File: config.mk
export PLATFORM = sky130hd
export DESIGN_NAME = sac_div_pipe
export DESIGN_NICKNAME = d
export VERILOG_FILES = /design/src/sv/swept_aabb_contact_direction_unit_defines.svh /design/src/sv/sac_pkg.sv /design/src/sv/sac_div_pipe.sv
export SDC_FILE = /design/constraint.sdc
export NUM_CORES = 2
export LEC_CHECK = 0
export BUFFER_PORTS_ARGS = -buffer_cell sky130_fd_sc_hd__clkbuf_2
export CORE_AREA = 8 8 385 387
export DETAILED_ROUTE_END_ITERATION = 10
export DIE_AREA = 0 0 393 395
export GPL_TIMING_DRIVEN = 0
export PLACE_DENSITY_LB_ADDON = 0.08
export SLEW_MARGIN = 0
export SYNTH_ARGS = -nofsm -noshare
export SYNTH_HDL_FRONTEND = slang
export SYNTH_SLANG_ARGS = --single-unit
File: constraint.sdc
create_clock -name i_clk -period 5.65 [get_ports i_clk]
set_input_delay 0.8475 -clock i_clk [delete_from_list [all_inputs] [get_ports i_clk]]
set_output_delay 0.8475 -clock i_clk [all_outputs]
set_load 0.1 [all_outputs]
File: src/sv/swept_aabb_contact_direction_unit_defines.svh
// ----------------------------------------------------------------------------
// swept aabb contact direction unit - assertion macros
// shared property wrappers for the unit's concurrent checks
// ----------------------------------------------------------------------------
`ifndef SWEPT_AABB_CONTACT_DIRECTION_UNIT_DEFINES_SVH
`define SWEPT_AABB_CONTACT_DIRECTION_UNIT_DEFINES_SVH

// same-cycle implication, disabled during reset
`define SAC_ASSERT_SAME(label, ante, cons, msg) \
    label: assert property (@(posedge i_clk) disable iff (!i_rst_n) \
        (ante) |-> (cons)) else $error(msg);

// next-cycle implication, disabled during reset
`define SAC_ASSERT_NEXT(label, ante, cons, msg) \
    label: assert property (@(posedge i_clk) disable iff (!i_rst_n) \
        (ante) |=> (cons)) else $error(msg);

`endif

File: src/sv/sac_pkg.sv
`timescale 1ns / 1ps
// ----------------------------------------------------------------------------
// sac_pkg
// shared types, constants and helpers of the swept box contact unit
// ----------------------------------------------------------------------------
package sac_pkg;

    localparam int SacW        = 32;
    localparam int SacDivSteps = 17;
    localparam int SacTimeW    = 17;
    localparam int SacLanes    = 4;

    // saturated axis time, larger than any frame time
    localparam logic [SacTimeW-1:0] SatTime = 17'h10000;

    localparam logic [15:0] FrameTimeReset = 16'd1092;

    // register index decoded from paddr[2]
    localparam logic RegFrameTime = 1'b0;

    // lanes of the divider array
    localparam int LaneXIn  = 0;
    localparam int LaneXOut = 1;
    localparam int LaneYIn  = 2;
    localparam int LaneYOut = 3;

    // contact direction codes
    localparam logic [3:0] DirNone        = 4'd0;
    localparam logic [3:0] DirTopLeft     = 4'd1;
    localparam logic [3:0] DirTopRight    = 4'd2;
    localparam logic [3:0] DirTop         = 4'd3;
    localparam logic [3:0] DirBottomLeft  = 4'd4;
    localparam logic [3:0] DirBottomRight = 4'd5;
    localparam logic [3:0] DirBottom      = 4'd6;
    localparam logic [3:0] DirLeft        = 4'd7;
    localparam logic [3:0] DirRight       = 4'd8;

    // one divider lane: partial remainder, next dividend bit, divisor, overflow
    typedef struct packed {
        logic [SacW-1:0] rem;
        logic            nbit;
        logic [SacW-1:0] spd;
        logic            ovf;
    } t_lane;

    // per-item control that travels beside the dividers
    typedef struct packed {
        logic       apart;
        logic       rej;
        logic       en_xin;
        logic       en_xout;
        logic       en_yin;
        logic       en_yout;
        logic [3:0] dir;
    } t_side;

    // signed 32-bit difference at full 33-bit width
    function automatic logic signed [SacW:0] f_sub33(
        input logic signed [SacW-1:0] a,
        input logic signed [SacW-1:0] b
    );
        f_sub33 = {a[SacW-1], a} - {b[SacW-1], b};
    endfunction

endpackage

File: src/sv/sac_div_pipe.sv
`timescale 1ns / 1ps
// ----------------------------------------------------------------------------
// sac_div_pipe
// pipelined restoring divider, one quotient bit per stage, saturating time
// ----------------------------------------------------------------------------
module sac_div_pipe (
    input  logic                           i_clk,
    input  logic                           i_en,
    input  sac_pkg::t_lane                 i_lane,
    output logic [sac_pkg::SacTimeW-1:0]   o_time
);
    import sac_pkg::*;

    logic [SacW-1:0]        r_rem [SacDivSteps];
    logic [SacW-1:0]        r_spd [SacDivSteps];
    logic [SacDivSteps-1:0] r_q   [SacDivSteps];
    logic                   r_ovf [SacDivSteps];

    for (genvar k = 0; k < SacDivSteps; k++) begin : g_step
        logic [SacW-1:0]        w_rem;
        logic                   w_bit;
        logic [SacW-1:0]        w_spd;
        logic [SacDivSteps-1:0] w_q;
        logic                   w_ovf;
        logic [SacW:0]          w_par;
        logic [SacW:0]          w_dif;
        logic                   w_ge;

        // operands from the lane input or the previous stage
        if (k == 0) begin : g_first
            assign w_rem = i_lane.rem;
            assign w_bit = i_lane.nbit;
            assign w_spd = i_lane.spd;
            assign w_q   = '0;
            assign w_ovf = i_lane.ovf;
        end else begin : g_next
            assign w_rem = r_rem[k-1];
            assign w_bit = 1'b0;
            assign w_spd = r_spd[k-1];
            assign w_q   = r_q[k-1];
            assign w_ovf = r_ovf[k-1];
        end

        // one trial subtraction
        assign w_par = {w_rem, w_bit};
        assign w_ge  = w_par >= {1'b0, w_spd};
        assign w_dif = w_par - {1'b0, w_spd};

        always_ff @(posedge i_clk) begin
            if (i_en) begin
                r_rem[k] <= w_ge ? w_dif[SacW-1:0] : w_par[SacW-1:0];
                r_spd[k] <= w_spd;
                r_q[k]   <= {w_q[SacDivSteps-2:0], w_ge};
                r_ovf[k] <= w_ovf;
            end
        end
    end

    assign o_time = r_ovf[SacDivSteps-1] ? SatTime : r_q[SacDivSteps-1];

endmodule

* Word-level counts from Yosys, hierarchy flattened
Memories as Yosys holds them, arrays and structs flattened.
Index checks and enable logic that the tools add are counted.
W data, S select, Z words.
** Storage, ports and cells
- Bits in registers :: 0
- Bits in writable memories :: 1394
- Bits of input ports :: 68
- Output and inout bits :: 17
- Word-level logic and storage cells :: 58
- Memories :: 4
** Operators by class
- Add/subtract/negate cells :: 17
- $lt $le $gt $ge :: 17
- Mux-type cells :: 20
** Memory list
- r_rem :: words 17, width 32, rd ports 16, clocked after Yosys merged registers in 0, write ports 17, line sac_div_pipe.sv:14 : logic [SacW-1:0] r_rem [SacDivSteps];
- r_spd :: words 17, width 32, rd ports 16, clocked after Yosys merged registers in 0, write ports 17, line sac_div_pipe.sv:15 : logic [SacW-1:0] r_spd [SacDivSteps];
- r_q :: words 17, width 17, rd ports 17, clocked after Yosys merged registers in 0, write ports 17, line sac_div_pipe.sv:16 : logic [SacDivSteps-1:0] r_q [SacDivSteps];
- r_ovf :: words 17, width 1, rd ports 17, clocked after Yosys merged registers in 0, write ports 17, line sac_div_pipe.sv:17 : logic r_ovf [SacDivSteps];
** Operators with widths (number)
- $ge A33 B32 Y1 :: 17
- $mux W32 :: 17
- $sub A32 B32 Y32 :: 17
- $mux W17 :: 1
- $mux W1 :: 2

* Logic depth before layout (Yosys ltp)
An unclocked memory read counts as a cell.
- Depth after elaboration :: 3
- Depth in mapped cells :: 15
- Depth with buffers taken out :: 13

* Least setup slack after synthesis
Ideal clock, no wire load.
- Path type :: input to register
- Start point :: in i_lane[33] (netlist name)
- End point :: mem r_rem[0][28] (data pin)
- Library setup time :: 260 ps
- Data arrival time :: 3303 ps
- Data required time :: 5390 ps
- Slack :: 2087 ps
- Cell stages on the path :: 13
- Path buffers :: 0
- Cell sequence :: inv_1 -> ha_1 -> fa_1 -> nor2b_1 -> o21ai_0 -> a21boi_0 -> o21ai_0 -> a2111oi_0 -> nor2_1 -> o21bai_1 -> a41oi_1 -> xor2_1 -> a21oi_1
** RTL lines
- from (decl) :: line sac_div_pipe.sv:9 : input sac_pkg::t_lane i_lane,
- to (decl) :: line sac_div_pipe.sv:14

==> impl_metrics.ini <==
[synth]
ys_ff_latch = 1194
synth_cells = 6419
synth_area_mm2 = 0.0703
synthTopCellsByArea = edfxtp_1, ha_1, a21oi_1
syn_avg_cell_area_um2 = 11.0
ys_seq_area_share_pct = 51.0
synth_cell_type_count = 97
synth_top_flop_cell = edfxtp_1
yosys.area.top_type_share_pct = 51.0
synth-edff-count = 1194
yosys.area.top_type = edfxtp_1
synth_warnings = 0
async_flop_share_pct = 0
syn_nets = 7046

[power]
p_per_area_mw_per_mm2 = 592
p_leak_nw = 32.1
ir_drop_v = 0.000293

[final_layout]
fin_nets = 7285
final_util_pct = 55.0
fillers = 12400
drive_gt1_share_pct = 9.30
area_delta_synth_final_pct = 11.2

[floorplanning]
die_area_mm2 = 0.155
fp.dieH_um = 395
ios = 85
core_area_mm2 = 0.142
rows = 139
initial_core_util_pct = 49.4
fp.dieW_um = 393

[critical_path]
r2r_start = r_rem[0][5]$_DFFE_PP_
crit_start = r_rem[0][5]$_DFFE_PP_
path_buf_inv = 2
cp_top_family = compound AO/OA/AOI/OAI gates
worstPathCellList = ha_1 > a21o_1 > o41ai_1 > a31oi_1 > o21ai_0 > a21oi_1 > o21ai_0 > a21o_1 > clkbuf_1 > clkbuf_1 > nand2_1 > o31ai_1
arrival_ns = 5.43
cpMaxStageDelayCell = clkbuf_1
cp_max_fo = 10
end_kind = flip-flop
criticalPathCategory = flip-flop to flip-flop
cpPeakStageDelay_ns = 0.78
start_kind = flip-flop
required_ns = 6.24

[clock_tree]
cts_tree = built
clockBufferDepth = 3
post_cts_buffers = 0
insertion_delay_ns = 0.77
cts_resized = 0
htreeDepth = 4
cts_hold_buf = 0
clockRootBuffer = clkbuf_16
clkTransAtPathRegs_ns = 0.06
cts_num_sinks = 1194
cts_inserted_buffers = 139

[grt]
grtUsageTotal_pct = 22.2
grt_first_pass_wirelength_um = 270000
grt_pass1_vias = 48100
overflow = 0
grt_antenna_before_repair = 4
grt_max_degree = 124

[sta]
hold_viol_final = 0
skew_ns = 0.0228
max_clock_freq_mhz = 207
rsz0062_at_grt = false
fin_crit_sh_pct = 85.7
fin_crit_ns = 4.84
whs_ns = 0.265
slew_viol_final = 0
setup_viol = 0
max_slew_margin_pct = 16.5
tightest_slew_ns = 1.25
final.setup.tns_ns = 0

[worst_hold_path]
hp-class = input pin to flip-flop
hp-start = i_lane[3]

[place]
port_buffers = 84
place.gp.congestion = 0.958
dpl.hpwl_um = 138000

[detailed_routing]
dr.pass1.iters = 5
routedWlPerCell_um = 20.3
drt_iter0_drc = 3020
wl_um = 176000
viasPerCell = 5.59
route.vias.total = 48500
postRouteAntennaNets = 0
post-route-drc-count = 0

[run_status]
outcome = complete, no violations

[job]
cap_violations = 0
[stage by stage]
step                      cells  worst slack (ns)  total power, mW  instance area (um2)
final                      8670             0.810             46.3                78200
after global routing       8668             0.477             49.4                78200
after CTS                  8668             0.745             46.5                78200
after detailed placement   8420             0.506             36.9                73500
after global placement     8406            -16.95             37.2                73100
after floorplan            6419              2.09             30.8                70300
[registers in the layout, summed over array words and instances (netlist names)]
signal,count
r_rem,512
r_ovf,17
r_spd,512
r_q,153
[area by class of cell]
type / instances / area [um2] / share of cell area (%)
plain buffers: 164 / 716 / 0.915
inverters: 688 / 2580 / 3.30
flip-flops and latches: 1194 / 35900 / 45.8
repair buffers: 98 / 758 / 0.969
well taps: 1903 / 2380 / 3.04
clock buffers: 165 / 3640 / 4.65
multi-input cells: 4373 / 31200 / 39.9
clock inverters: 83 / 1080 / 1.39
diodes: 2 / 5.00 / 0.00640
[cells by family after synthesis]
kind of cell / synth area share, %
AND/OR/NAND/NOR: 9.82
adder cells (fa/ha/maj): 10.1
flip-flops: 51.0
XOR/XNOR: 5.25
multiplexers: 3.64
AO/OA/AOI/OAI: 15.5
buffers and inverters: 4.69
[cells in the mapped netlist (39+ instances only)]
cell type	n
a211oi_1	56
a21o_1	239
a21oi_1	544
a31oi_1	63
and3_1	39
clkbuf_1	122
edfxtp_1	1194
ha_1	543
inv_1	687
mux2_2	181
nand2_1	410
nand2b_1	67
nand3_1	103
nand4_1	93
nor2_1	411
nor2b_1	95
nor3_1	80
o21a_1	82
o21ai_0	386
o21bai_1	57
xnor2_1	253
xor2_1	169
[layer usage]
metal	GRT usage (%)	wire (um)
met1	26.6	73200
met2	38.6	85600
met3	2.99	6700
met4	12.1	10600
met5	0	0
[final timing paths]
check / end / slack, ns / cells after the start
setup / recovery: r_rem[0][42]$_DFFE_PP_ / 0.81 / 12
hold / removal: r_spd[0][2]$_DFFE_PP_ / 0.26 / 1
setup reg to reg: r_rem[0][42]$_DFFE_PP_ / 0.81 / 12
hold reg to reg: r_q[0][249]$_DFFE_PP_ / 0.41 / 0
[layout by cell type (no fill, tap or decap), types with 28 or more instances in the layout]
cell type,n
and2_1,28
xor2_1,169
o21bai_1,57
clkbuf_1,145
nor2_1,411
edfxtp_1,1194
clkbuf_2,84
nand4_1,93
inv_1,687
a211oi_1,56
o21a_1,82
nor2b_1,95
nor3_1,80
xnor2_1,253
clkbuf_16,142
a21o_1,239
o21ai_0,386
nand2b_1,67
nand2_1,410
a31oi_1,63
a21oi_1,544
buf_2,32
nand3_1,103
ha_1,543
o31ai_1,32
mux2_2,181
and3_1,39
[power breakdown]
group / internal, mW / switching (mW) / leakage, nW / total [mW]
combinational: 9.30 / 12.9 / 18.2 / 22.2
sequential: 13.4 / 1.52 / 11.7 / 14.9
clock: 5.59 / 3.63 / 2.28 / 9.22
total: 28.3 / 18.0 / 32.1 / 46.3
Power figures use the tool's default switching activity.
