**config.mk**
```make
export PLATFORM = sky130hd
export DESIGN_NAME = sac_prep
export DESIGN_NICKNAME = d
export VERILOG_FILES = /design/src/sv/swept_aabb_contact_direction_unit_defines.svh /design/src/sv/sac_pkg.sv /design/src/sv/sac_prep.sv
export SDC_FILE = /design/constraint.sdc
export NUM_CORES = 2
export LEC_CHECK = 0
export BUFFER_PORTS_ARGS = -buffer_cell sky130_fd_sc_hd__buf_2
export CAP_MARGIN = 20
export CORE_MARGIN = 2
export CORE_UTILIZATION = 66
export CTS_CLUSTER_DIAMETER = 200
export DETAILED_ROUTE_END_ITERATION = 10
export PLACE_DENSITY = 0.95
export SYNTH_ARGS = -nofsm -noshare
export SYNTH_HDL_FRONTEND = slang
export SYNTH_SLANG_ARGS = --single-unit
export TNS_END_PERCENT = 20
```
**constraint.sdc**
```tcl
create_clock -name i_clk -period 11.5 [get_ports i_clk]
set_input_delay 1.725 -clock i_clk [delete_from_list [all_inputs] [get_ports i_clk]]
set_output_delay 1.725 -clock i_clk [all_outputs]
set_load 0.005 [all_outputs]
```
**src/sv/swept_aabb_contact_direction_unit_defines.svh**
```systemverilog
// ----------------------------------------------------------------------------
// swept aabb contact direction unit - assertion macros
// shared property wrappers for the unit's concurrent checks
// ----------------------------------------------------------------------------
`ifndef SWEPT_AABB_CONTACT_DIRECTION_UNIT_DEFINES_SVH
`define SWEPT_AABB_CONTACT_DIRECTION_UNIT_DEFINES_SVH

// same-cycle implication, disabled during reset
`define SAC_ASSERT_SAME(label, ante, cons, msg) \
    label: assert property (@(posedge i_clk) disable iff (!i_rst_n) \
        (ante) |-> (cons)) else $error(msg);

// next-cycle implication, disabled during reset
`define SAC_ASSERT_NEXT(label, ante, cons, msg) \
    label: assert property (@(posedge i_clk) disable iff (!i_rst_n) \
        (ante) |=> (cons)) else $error(msg);

`endif

```
**src/sv/sac_pkg.sv**
```systemverilog
`timescale 1ns / 1ps
// ----------------------------------------------------------------------------
// sac_pkg
// shared types, constants and helpers of the swept box contact unit
// ----------------------------------------------------------------------------
package sac_pkg;

    localparam int SacW        = 32;
    localparam int SacDivSteps = 17;
    localparam int SacTimeW    = 17;
    localparam int SacLanes    = 4;

    // saturated axis time, larger than any frame time
    localparam logic [SacTimeW-1:0] SatTime = 17'h10000;

    localparam logic [15:0] FrameTimeReset = 16'd1092;

    // register index decoded from paddr[2]
    localparam logic RegFrameTime = 1'b0;

    // lanes of the divider array
    localparam int LaneXIn  = 0;
    localparam int LaneXOut = 1;
    localparam int LaneYIn  = 2;
    localparam int LaneYOut = 3;

    // contact direction codes
    localparam logic [3:0] DirNone        = 4'd0;
    localparam logic [3:0] DirTopLeft     = 4'd1;
    localparam logic [3:0] DirTopRight    = 4'd2;
    localparam logic [3:0] DirTop         = 4'd3;
    localparam logic [3:0] DirBottomLeft  = 4'd4;
    localparam logic [3:0] DirBottomRight = 4'd5;
    localparam logic [3:0] DirBottom      = 4'd6;
    localparam logic [3:0] DirLeft        = 4'd7;
    localparam logic [3:0] DirRight       = 4'd8;

    // one divider lane: partial remainder, next dividend bit, divisor, overflow
    typedef struct packed {
        logic [SacW-1:0] rem;
        logic            nbit;
        logic [SacW-1:0] spd;
        logic            ovf;
    } t_lane;

    // per-item control that travels beside the dividers
    typedef struct packed {
        logic       apart;
        logic       rej;
        logic       en_xin;
        logic       en_xout;
        logic       en_yin;
        logic       en_yout;
        logic [3:0] dir;
    } t_side;

    // signed 32-bit difference at full 33-bit width
    function automatic logic signed [SacW:0] f_sub33(
        input logic signed [SacW-1:0] a,
        input logic signed [SacW-1:0] b
    );
        f_sub33 = {a[SacW-1], a} - {b[SacW-1], b};
    endfunction

endpackage

```
**src/sv/sac_prep.sv**
```systemverilog
`timescale 1ns / 1ps
// ----------------------------------------------------------------------------
// sac_prep
// front pipeline: input capture, edge tests and gaps, divider setup
// ----------------------------------------------------------------------------
module sac_prep (
    input  logic                        i_clk,
    input  logic                        i_rst_n,
    input  logic                        i_en,
    input  logic                        i_valid,
    input  logic [15:0]                 i_frame_time,
    input  logic signed [31:0]          i_a_min_x,
    input  logic signed [31:0]          i_a_min_y,
    input  logic signed [31:0]          i_a_max_x,
    input  logic signed [31:0]          i_a_max_y,
    input  logic signed [31:0]          i_b_min_x,
    input  logic signed [31:0]          i_b_min_y,
    input  logic signed [31:0]          i_b_max_x,
    input  logic signed [31:0]          i_b_max_y,
    input  logic signed [31:0]          i_rel_vel_x,
    input  logic signed [31:0]          i_rel_vel_y,
    input  logic signed [31:0]          i_a_pos_x,
    input  logic signed [31:0]          i_b_pos_x,
    output logic                        o_valid,
    output sac_pkg::t_lane              o_lane [sac_pkg::SacLanes],
    output sac_pkg::t_side              o_side
);
    import sac_pkg::*;

    // stage 1: captured transaction
    logic              r1_v;
    logic signed [31:0] r1_aminx, r1_aminy, r1_amaxx, r1_amaxy;
    logic signed [31:0] r1_bminx, r1_bminy, r1_bmaxx, r1_bmaxy;
    logic signed [31:0] r1_vx, r1_vy, r1_pa, r1_pb;

    always_ff @(posedge i_clk) begin
        if (!i_rst_n) begin
            r1_v <= 1'b0;
        end else if (i_en) begin
            r1_v <= i_valid;
        end
    end

    always_ff @(posedge i_clk) begin
        if (i_en) begin
            r1_aminx <= i_a_min_x;
            r1_aminy <= i_a_min_y;
            r1_amaxx <= i_a_max_x;
            r1_amaxy <= i_a_max_y;
            r1_bminx <= i_b_min_x;
            r1_bminy <= i_b_min_y;
            r1_bmaxx <= i_b_max_x;
            r1_bmaxy <= i_b_max_y;
            r1_vx    <= i_rel_vel_x;
            r1_vy    <= i_rel_vel_y;
            r1_pa    <= i_a_pos_x;
            r1_pb    <= i_b_pos_x;
        end
    end

    // stage 2 logic: edge tests, per-axis gaps, speeds, drift product
    logic        ltx, gtx, lty, gty, negx, negy, zx, zy;
    logic signed [32:0] n_gxin, n_gxout, n_gyin, n_gyout, n_spx, n_spy;
    logic signed [48:0] n_drift;

    always_comb begin
        ltx  = r1_amaxx < r1_bminx;
        gtx  = r1_aminx > r1_bmaxx;
        lty  = r1_amaxy < r1_bminy;
        gty  = r1_aminy > r1_bmaxy;
        negx = r1_vx[31];
        negy = r1_vy[31];
        zx   = (r1_vx == 32'sd0);
        zy   = (r1_vy == 32'sd0);
        n_gxin  = negx ? f_sub33(r1_bminx, r1_amaxx) : f_sub33(r1_aminx, r1_bmaxx);
        n_gxout = negx ? f_sub33(r1_bmaxx, r1_aminx) : f_sub33(r1_amaxx, r1_bminx);
        n_gyin  = negy ? f_sub33(r1_bminy, r1_amaxy) : f_sub33(r1_aminy, r1_bmaxy);
        n_gyout = negy ? f_sub33(r1_bmaxy, r1_aminy) : f_sub33(r1_amaxy, r1_bminy);
        n_spx   = negx ? f_sub33(32'sd0, r1_vx) : {1'b0, r1_vx};
        n_spy   = negy ? f_sub33(32'sd0, r1_vy) : {1'b0, r1_vy};
        n_drift = r1_vy * $signed({1'b0, i_frame_time});
    end

    // stage 2 registers
    logic              r2_v;
    logic              r2_apart, r2_rej;
    logic              r2_exin, r2_exout, r2_eyin, r2_eyout;
    logic [31:0]       r2_gxin, r2_gxout, r2_gyin, r2_gyout, r2_spx, r2_spy;
    logic signed [32:0] r2_dytop, r2_dybot;
    logic signed [48:0] r2_drift;
    logic              r2_pgt, r2_plt;

    always_ff @(posedge i_clk) begin
        if (!i_rst_n) begin
            r2_v <= 1'b0;
        end else if (i_en) begin
            r2_v <= r1_v;
        end
    end

    always_ff @(posedge i_clk) begin
        if (i_en) begin
            r2_apart <= ltx | gtx | lty | gty;
            r2_rej   <= (negx ? gtx : (zx ? (ltx | gtx) : ltx)) |
                        (negy ? gty : (zy ? (lty | gty) : lty));
            r2_exin  <= negx ? ltx : (!zx & gtx);
            r2_exout <= negx ? (r1_aminx < r1_bmaxx) : (!zx & (r1_amaxx > r1_bminx));
            r2_eyin  <= negy ? lty : (!zy & gty);
            r2_eyout <= negy ? (r1_aminy < r1_bmaxy) : (!zy & (r1_amaxy > r1_bminy));
            r2_gxin  <= n_gxin[31:0];
            r2_gxout <= n_gxout[31:0];
            r2_gyin  <= n_gyin[31:0];
            r2_gyout <= n_gyout[31:0];
            r2_spx   <= n_spx[31:0];
            r2_spy   <= n_spy[31:0];
            r2_dytop <= f_sub33(r1_amaxy, r1_bminy);
            r2_dybot <= f_sub33(r1_aminy, r1_bmaxy);
            r2_drift <= n_drift;
            r2_pgt   <= r1_pa > r1_pb;
            r2_plt   <= r1_pa < r1_pb;
        end
    end

    // stage 3 logic: direction group and divider setup
    logic signed [49:0] n_top, n_bot;
    logic [3:0]         n_dir;
    logic [31:0]        w_gap [SacLanes];
    logic [31:0]        w_spd [SacLanes];

    always_comb begin
        n_top = $signed({r2_dytop, 16'd0}) + 50'(r2_drift);
        n_bot = $signed({r2_dybot, 16'd0}) + 50'(r2_drift);
        if (n_top[49]) begin
            n_dir = r2_pgt ? DirTopLeft : (r2_plt ? DirTopRight : DirTop);
        end else if (!n_bot[49] && (n_bot != 50'sd0)) begin
            n_dir = r2_pgt ? DirBottomLeft : (r2_plt ? DirBottomRight : DirBottom);
        end else begin
            n_dir = r2_pgt ? DirLeft : (r2_plt ? DirRight : DirNone);
        end
        w_gap[LaneXIn]  = r2_gxin;
        w_gap[LaneXOut] = r2_gxout;
        w_gap[LaneYIn]  = r2_gyin;
        w_gap[LaneYOut] = r2_gyout;
        w_spd[LaneXIn]  = r2_spx;
        w_spd[LaneXOut] = r2_spx;
        w_spd[LaneYIn]  = r2_spy;
        w_spd[LaneYOut] = r2_spy;
    end

    // stage 3 registers
    logic  r3_v;
    t_side r3_side;
    t_lane r3_lane [SacLanes];

    always_ff @(posedge i_clk) begin
        if (!i_rst_n) begin
            r3_v <= 1'b0;
        end else if (i_en) begin
            r3_v <= r2_v;
        end
    end

    always_ff @(posedge i_clk) begin
        if (i_en) begin
            r3_side.apart   <= r2_apart;
            r3_side.rej     <= r2_rej;
            r3_side.en_xin  <= r2_exin;
            r3_side.en_xout <= r2_exout;
            r3_side.en_yin  <= r2_eyin;
            r3_side.en_yout <= r2_eyout;
            r3_side.dir     <= n_dir;
            for (int k = 0; k < SacLanes; k++) begin
                r3_lane[k].rem  <= {1'b0, w_gap[k][31:1]};
                r3_lane[k].nbit <= w_gap[k][0];
                r3_lane[k].spd  <= w_spd[k];
                r3_lane[k].ovf  <= {1'b0, w_gap[k]} >= {w_spd[k], 1'b0};
            end
        end
    end

    assign o_valid = r3_v;
    assign o_lane  = r3_lane;
    assign o_side  = r3_side;

endmodule

```
======== Word-level counts from Yosys, hierarchy flattened ========
Index checks and enable logic that the tools add are counted.
storage, ports and cells
  memory bits (read-only) ................. 0
  bits in latches ......................... 0
  register bits after elaboration ......... 908
  RAM bits ................................ 0
  input bits .............................. 404
  memories ................................ 0
cells by class
  eq/ne operators ......................... 0
  multiply operators ...................... 1
  mux-type cells .......................... 22
  div/mod/pow operators ................... 0
  $add $sub $neg .......................... 12
  shifts and indexed selects .............. 0
  $lt $le $gt $ge ......................... 14
  reductions and logical operators ........ 7
  bitwise gates (word level) .............. 9
operators by type and width
  kind                                                                 number
  32-bit subtractor                                                    6
  32-bit > comparator                                                  5
  32-bit < comparator                                                  5
  32-bit by 33-bit >= comparator with 1-bit output                     4
  32-bit 2-to-1 mux                                                    4
  49-bit by 49-bit adder with 50-bit output                            2
  32-bit by 32-bit subtractor with 33-bit output                       2
  32-bit logical NOT                                                   2
  1-bit by 32-bit subtractor with 32-bit output, first input constant  2
  31-bit 2-to-1 mux                                                    2
  50-bit nonzero test                                                  1
  32-bit by 17-bit multiplier with 49-bit output                       1
  4-bit 2-to-1 mux                                                     4
  1-bit 2-to-1 mux                                                     9
  2-bit 2-to-1 mux                                                     3
  1-bit bitwise OR                                                     5
  1-bit AND                                                            4
  1-bit logical NOT                                                    3
  1-bit logical AND                                                    1

======== Logic depth before layout (Yosys ltp) ========
  word-level depth ........................ 5
  depth in mapped cells ................... 29

======== Least setup slack after synthesis ========
No wires, ideal clock.
  path kind ............................... input -> register
  start point ............................. input i_frame_time[8]
  end point ............................... register r2_drift[47], data pin
  cell stages on the path ................. 25
  data arrival time ....................... 7.673 ns
  path slack .............................. 3.569 ns
  data required time ...................... 11.242 ns
  library setup time ...................... 0.258 ns
  cells stage by stage .................... clkbuf_1 nand2_1 fa_1 inv_1 fa_1 inv_1 fa_1 inv_1 fa_1 fa_1 inv_1 fa_1 inv_1 ha_1 a21o_1 a21o_1 a21o_1 a311oi_1 o22ai_1 nor2_1 a2bb2oi_1 o311ai_0 a221o_1 a21oi_1 xnor2_1
between the ends
  longest elaborated chain between the ends .. 1
RTL lines
  what                                            line             RTL
  start: declaration                              sac_prep.sv:11   input logic [15:0] i_frame_time,
  32-bit by 17-bit multiplier with 49-bit output  sac_prep.sv:81   n_drift = r1_vy * $signed({1'b0, i_frame_time});
  named net n_drift[47]                           sac_prep.sv:64   logic signed [48:0] n_drift;
  end signal: assignment                          sac_prep.sv:118  r2_drift <= n_drift;
  end: declaration                                sac_prep.sv:90   logic signed [48:0] r2_drift;
The timed path passes the listed nets, and every way through them passes these cells.
A chain may end at the register's enable or synchronous reset.

======== Worst setup path after layout ========
  start point ............................. input i_frame_time[8]
  end point ............................... register r2_drift[48], data pin
Same word-level chain as after synthesis.

==> results summary <==
The run finished with clean final reports. The total die area is 106,200 sq um. The number of buffers added by the clock tree synthesis step is 94. The worst-margin pin slew is 1.202 ns. The total track usage came out at 0.4015. Counting flops with a built-in enable in the synthesized netlist gives 905. The total number of clock tree sinks came out at 908.

The required arrival time at the worst endpoint is 11.94 ns. Buffers inserted to repair hold after CTS numbered 0. The most frequent cell on the critical path is sky130_fd_sc_hd__fa_1. The final clock skew is 0.03369 ns.

The part of the cycle the worst path needs came out at 0.8171. The worst ir drop on vdd is 0.7778 mV. The floorplan has 118 rows. The total area of multi-input combinational cells came out at 35,910 sq um.

The HPWL reported at the end of detailed placement came out at 161.2 mm. The time the final worst path needs with I/O delays and setup came out at 9.397 ns. The nature of the critical path endpoint is a register. Clock-pin slew was measured on the worst setup and hold paths at 0.06 ns. The starting density of the core came out at 0.6629. At the later pin of the worst-skew pair, clock insertion delay measures 0.73 ns. The die is 325.9 um tall. The via count of the routed design came out at 52,700. The mapped netlist covers 68,410 sq um.

Summed over all layers, the global routing overflow is 0. The category of cells accounting for the largest share of critical-path delay is adder cells. The count of routing violations after the opening detailed-route iteration came out at 5,942.

The startpoint type of the worst setup path is an input pin. Setup total negative slack on the finished layout was measured at 0 ns. The most used flip-flop cell after synthesis is sky130_fd_sc_hd__edfxtp_1. The area growth from synthesis to final layout is 10.49%. The remaining antenna violation count after routing came out at 0.

The maximum buffer depth of the clock tree is 3. The per-instance average area after synthesis is 10.75 sq um. The total wire length after detailed routing is 213.9 mm.

Measured on the finished design, the core utilization comes to 0.7324. The number of maximum-capacitance violations is 0. The number of remaining DRC errors came out at 0. The worst relative slew slack is 0.1984. The detailed-routed wire length on met2 came out at 98.50 mm. The final number of hold-violating endpoints came to 0. For this run, the detailed router's first-pass iteration total came to 8. The routed metal-1 wire length is 71.55 mm. The top achievable clock speed came out at 106.4 MHz. During I/O placement, the number of pins put on the boundary was 679.

The count of different cell masters after synthesis is 88. The count of input and output buffers is 674. The number of levels the H-tree was split into is 3. The number of fill cells in the layout came out at 6,458. Detailed routing placed a total of 24.33 mm of wire on met3. The number of gates resized after CTS is 0.

The share of the Yosys chip area taken by registers is 0.3981. The largest fanout of any net on the critical path is 32. The cell area power density is 322.6 nW/um^2. Walking the worst path, the cells encountered are buf_2 -> nand2_1 -> fa_1 -> inv_1 -> fa_1 -> fa_1 -> fa_1 -> fa_1 -> inv_1 -> fa_1 -> inv_1 -> ha_1 -> nand3_1 -> nor2_1 -> and2_1 -> nor4_1 -> nor2_1 -> a2111oi_1 -> o31a_1 -> o21a_1 -> o21ai_0 -> a21oi_1 -> o21ai_0. The critical path is of the in2reg type.

The leakage power summed over all cells came out at 34.71 nW. The setup violation total in the final timing report is 0. The average wire per standard cell came out at 25.69 um. The number of global-route vias before repair came to 53,570. The post-layout net count came out at 8,328. Together, buffers and inverters on the worst path number 4. The min-delay analysis places its worst path in the category reg2reg. The average vias per placed instance came out at 6.330. The number of buffers added for setup after CTS came out at 0. On the worst path, the slowest cell contributes a delay of 0.99 ns. The critical path arrival is 9.83 ns. Of the cells placed in the final design, the portion with a size suffix greater than 1 is 0.1315. TritonCTS built the clock tree.

On the critical path, the stage with the largest delay is an instance of sky130_fd_sc_hd__a2111oi_1. The first-pass GRT wire length is 319.0 mm. The sequential cell area is 27,240 sq um. The number of synthesis warnings came out at 0. Setup repair after global routing left no endpoint under its margin. The gate count of the mapped netlist is 6,366. The routability congestion estimate from global placement came out at 1.043. After synthesis the netlist holds a flip-flop and latch count of 908. The tree is rooted in a sky130_fd_sc_hd__clkbuf_16.

The largest net degree at the start of global routing came out at 182. The max-slew violation count was 0. The initial antenna violation count came to 52. The highest layer touched by signal routing is met5. The floorplan step defined a core boundary enclosing 103,200 sq um. In the synthesized netlist the async set-or-reset flop fraction comes to 0.

The die width came out at 325.9 um.
==> metal layers <==
layer,vias up,GRT usage
met5,-,0
met4,48,0.2922
met3,1160,0.1116
met2,3846,0.6393
met1,25170,0.4694
li1,22480,-
==> per-stage QoR <==
stage | cells | power, mW | hold WS (ns) | worst slack, ns | area, sq um
finish | 8325 | 24.38 | 0.4327 | 2.103 | 75580
global route | 8313 | 25.79 | 0.4318 | 2.169 | 75550
CTS | 8290 | 23.78 | 0.4314 | 2.697 | 75470
detailed placement | 8115 | 20.34 | 0.4045 | 2.117 | 72240
global placement | 8115 | 19.47 | 0.4048 | 2.582 | 72240
floorplan | 6369 | 15.97 | 0.4003 | 3.569 | 68420
==> cells in the final DEF (no fill, tap or decap), types with 26 or more instances in the layout <==
| master | netlist | final |
|---|---|---|
| sky130_fd_sc_hd__a21o_1 | 237 | 237 |
| sky130_fd_sc_hd__a21oi_1 | 353 | 353 |
| sky130_fd_sc_hd__a31oi_1 | 26 | 26 |
| sky130_fd_sc_hd__and2_1 | 248 | 248 |
| sky130_fd_sc_hd__buf_2 | 2 | 673 |
| sky130_fd_sc_hd__clkbuf_16 | 0 | 95 |
| sky130_fd_sc_hd__diode_2 | 0 | 34 |
| sky130_fd_sc_hd__edfxtp_1 | 905 | 905 |
| sky130_fd_sc_hd__fa_1 | 498 | 498 |
| sky130_fd_sc_hd__ha_1 | 594 | 594 |
| sky130_fd_sc_hd__inv_1 | 1003 | 1003 |
| sky130_fd_sc_hd__mux2_2 | 31 | 31 |
| sky130_fd_sc_hd__nand2_1 | 486 | 486 |
| sky130_fd_sc_hd__nand2b_1 | 56 | 56 |
| sky130_fd_sc_hd__nand3_1 | 63 | 63 |
| sky130_fd_sc_hd__nand4_1 | 78 | 78 |
| sky130_fd_sc_hd__nor2_1 | 238 | 238 |
| sky130_fd_sc_hd__nor2b_1 | 65 | 65 |
| sky130_fd_sc_hd__nor3_1 | 44 | 44 |
| sky130_fd_sc_hd__o21a_1 | 56 | 56 |
| sky130_fd_sc_hd__o21ai_0 | 252 | 252 |
| sky130_fd_sc_hd__o21bai_1 | 52 | 52 |
| sky130_fd_sc_hd__o31ai_1 | 38 | 38 |
| sky130_fd_sc_hd__xnor2_1 | 234 | 234 |
| sky130_fd_sc_hd__xor2_1 | 108 | 108 |
==> synth_stat cells (14+ instances only) <==
| library cell | count | area share |
|---|---|---|
| sky130_fd_sc_hd__inv_1 | 1003 | 0.055 |
| sky130_fd_sc_hd__edfxtp_1 | 905 | 0.40 |
| sky130_fd_sc_hd__ha_1 | 594 | 0.11 |
| sky130_fd_sc_hd__fa_1 | 498 | 0.15 |
| sky130_fd_sc_hd__nand2_1 | 486 | 0.027 |
| sky130_fd_sc_hd__a21oi_1 | 353 | 0.026 |
| sky130_fd_sc_hd__o21ai_0 | 252 | 0.018 |
| sky130_fd_sc_hd__and2_1 | 248 | 0.023 |
| sky130_fd_sc_hd__clkbuf_1 | 241 | 0.013 |
| sky130_fd_sc_hd__nor2_1 | 238 | 0.013 |
| sky130_fd_sc_hd__a21o_1 | 237 | 0.026 |
| sky130_fd_sc_hd__xnor2_1 | 234 | 0.030 |
| sky130_fd_sc_hd__xor2_1 | 108 | 0.014 |
| sky130_fd_sc_hd__nand4_1 | 78 | 0.0071 |
| sky130_fd_sc_hd__buf_4 | 68 | 0.0075 |
| sky130_fd_sc_hd__nor2b_1 | 65 | 0.0059 |
| sky130_fd_sc_hd__nand3_1 | 63 | 0.0046 |
| sky130_fd_sc_hd__nand2b_1 | 56 | 0.0051 |
| sky130_fd_sc_hd__o21a_1 | 56 | 0.0061 |
| sky130_fd_sc_hd__o21bai_1 | 52 | 0.0057 |
| sky130_fd_sc_hd__nor3_1 | 44 | 0.0032 |
| sky130_fd_sc_hd__o31ai_1 | 38 | 0.0042 |
| sky130_fd_sc_hd__mux2_2 | 31 | 0.0051 |
| sky130_fd_sc_hd__a31oi_1 | 26 | 0.0024 |
| sky130_fd_sc_hd__nor4_1 | 23 | 0.0021 |
| sky130_fd_sc_hd__a211oi_1 | 22 | 0.0024 |
| sky130_fd_sc_hd__mux2i_1 | 20 | 0.0029 |
| sky130_fd_sc_hd__a221oi_1 | 19 | 0.0024 |
| sky130_fd_sc_hd__o211ai_1 | 19 | 0.0021 |
| sky130_fd_sc_hd__buf_1 | 17 | 0.00093 |
| sky130_fd_sc_hd__o41ai_1 | 17 | 0.0022 |
| sky130_fd_sc_hd__or3_1 | 17 | 0.0016 |
| sky130_fd_sc_hd__and3_1 | 16 | 0.0015 |
| sky130_fd_sc_hd__a211o_1 | 14 | 0.0018 |
| sky130_fd_sc_hd__or4_1 | 14 | 0.0015 |
==> worst paths after layout <==
check,startpoint,endpoint,slack [ns],depth (start not counted)
max,i_frame_time[8],r2_drift[48],2.10,23
min,r2_exout,o_side[6],0.43,0
max reg2reg,r1_vy[20],r2_drift[48],2.69,22
min reg2reg,r2_exout,o_side[6],0.43,0
==> cell families (layout without fill, tap and decap cells) <==
group,Yosys count,count (layout),synth area share
AO/OA/AOI/OAI,1238,1238,0.1172
XOR/XNOR,342,342,0.04379
adder cells (fa/ha/maj),1092,1092,0.2544
buffers and inverters,1334,1876,0.07707
flip-flops,908,908,0.3981
multiplexers,51,51,0.008029
other,1,38,0.00005482
AND/OR/NAND/NOR,1400,1400,0.1013
==> registers in the layout, summed over array words and instances, names as in the netlist, 33 cells and up <==
name / flops
o_lane: 196
r2_drift: 49
r2_dybot: 33
r2_dytop: 33
==> where the power goes <==
group / internal, mW / leakage, nW / switching, mW
logic: 6.22 / 24.3 / 9.56
registers: 4.90 / 8.89 / 0.466
clock network: 1.81 / 1.56 / 1.42
==> cell type report <==
| type | count | share of cell area |
|---|---|---|
| antenna | 34 | 0.001126 |
| clock buffer | 106 | 0.03200 |
| clock inverter | 69 | 0.01078 |
| inverter | 1005 | 0.04991 |
| multi-input combinational | 4127 | 0.4751 |
| sequential | 908 | 0.3603 |
| tap | 1380 | 0.02284 |
| timing repair buffer | 696 | 0.04787 |
==> worst reg2reg max path, stage by stage (launching register included) <==
cell and delay (ns):
sky130_fd_sc_hd__edfxtp_1 1.01, sky130_fd_sc_hd__nand2_1 0.55, sky130_fd_sc_hd__fa_1 0.76, sky130_fd_sc_hd__inv_1 0.08, sky130_fd_sc_hd__fa_1 0.50, sky130_fd_sc_hd__fa_1 0.57
sky130_fd_sc_hd__fa_1 0.43, sky130_fd_sc_hd__fa_1 0.52, sky130_fd_sc_hd__inv_1 0.07, sky130_fd_sc_hd__fa_1 0.53, sky130_fd_sc_hd__inv_1 0.08, sky130_fd_sc_hd__ha_1 0.34
sky130_fd_sc_hd__nand3_1 0.21, sky130_fd_sc_hd__nor2_1 0.10, sky130_fd_sc_hd__and2_1 0.15, sky130_fd_sc_hd__nor4_1 0.48, sky130_fd_sc_hd__nor2_1 0.11, sky130_fd_sc_hd__a2111oi_1 0.99
sky130_fd_sc_hd__o31a_1 0.27, sky130_fd_sc_hd__o21a_1 0.25, sky130_fd_sc_hd__o21ai_0 0.23, sky130_fd_sc_hd__a21oi_1 0.21, sky130_fd_sc_hd__o21ai_0 0.10
Power figures use the tool's default switching activity.
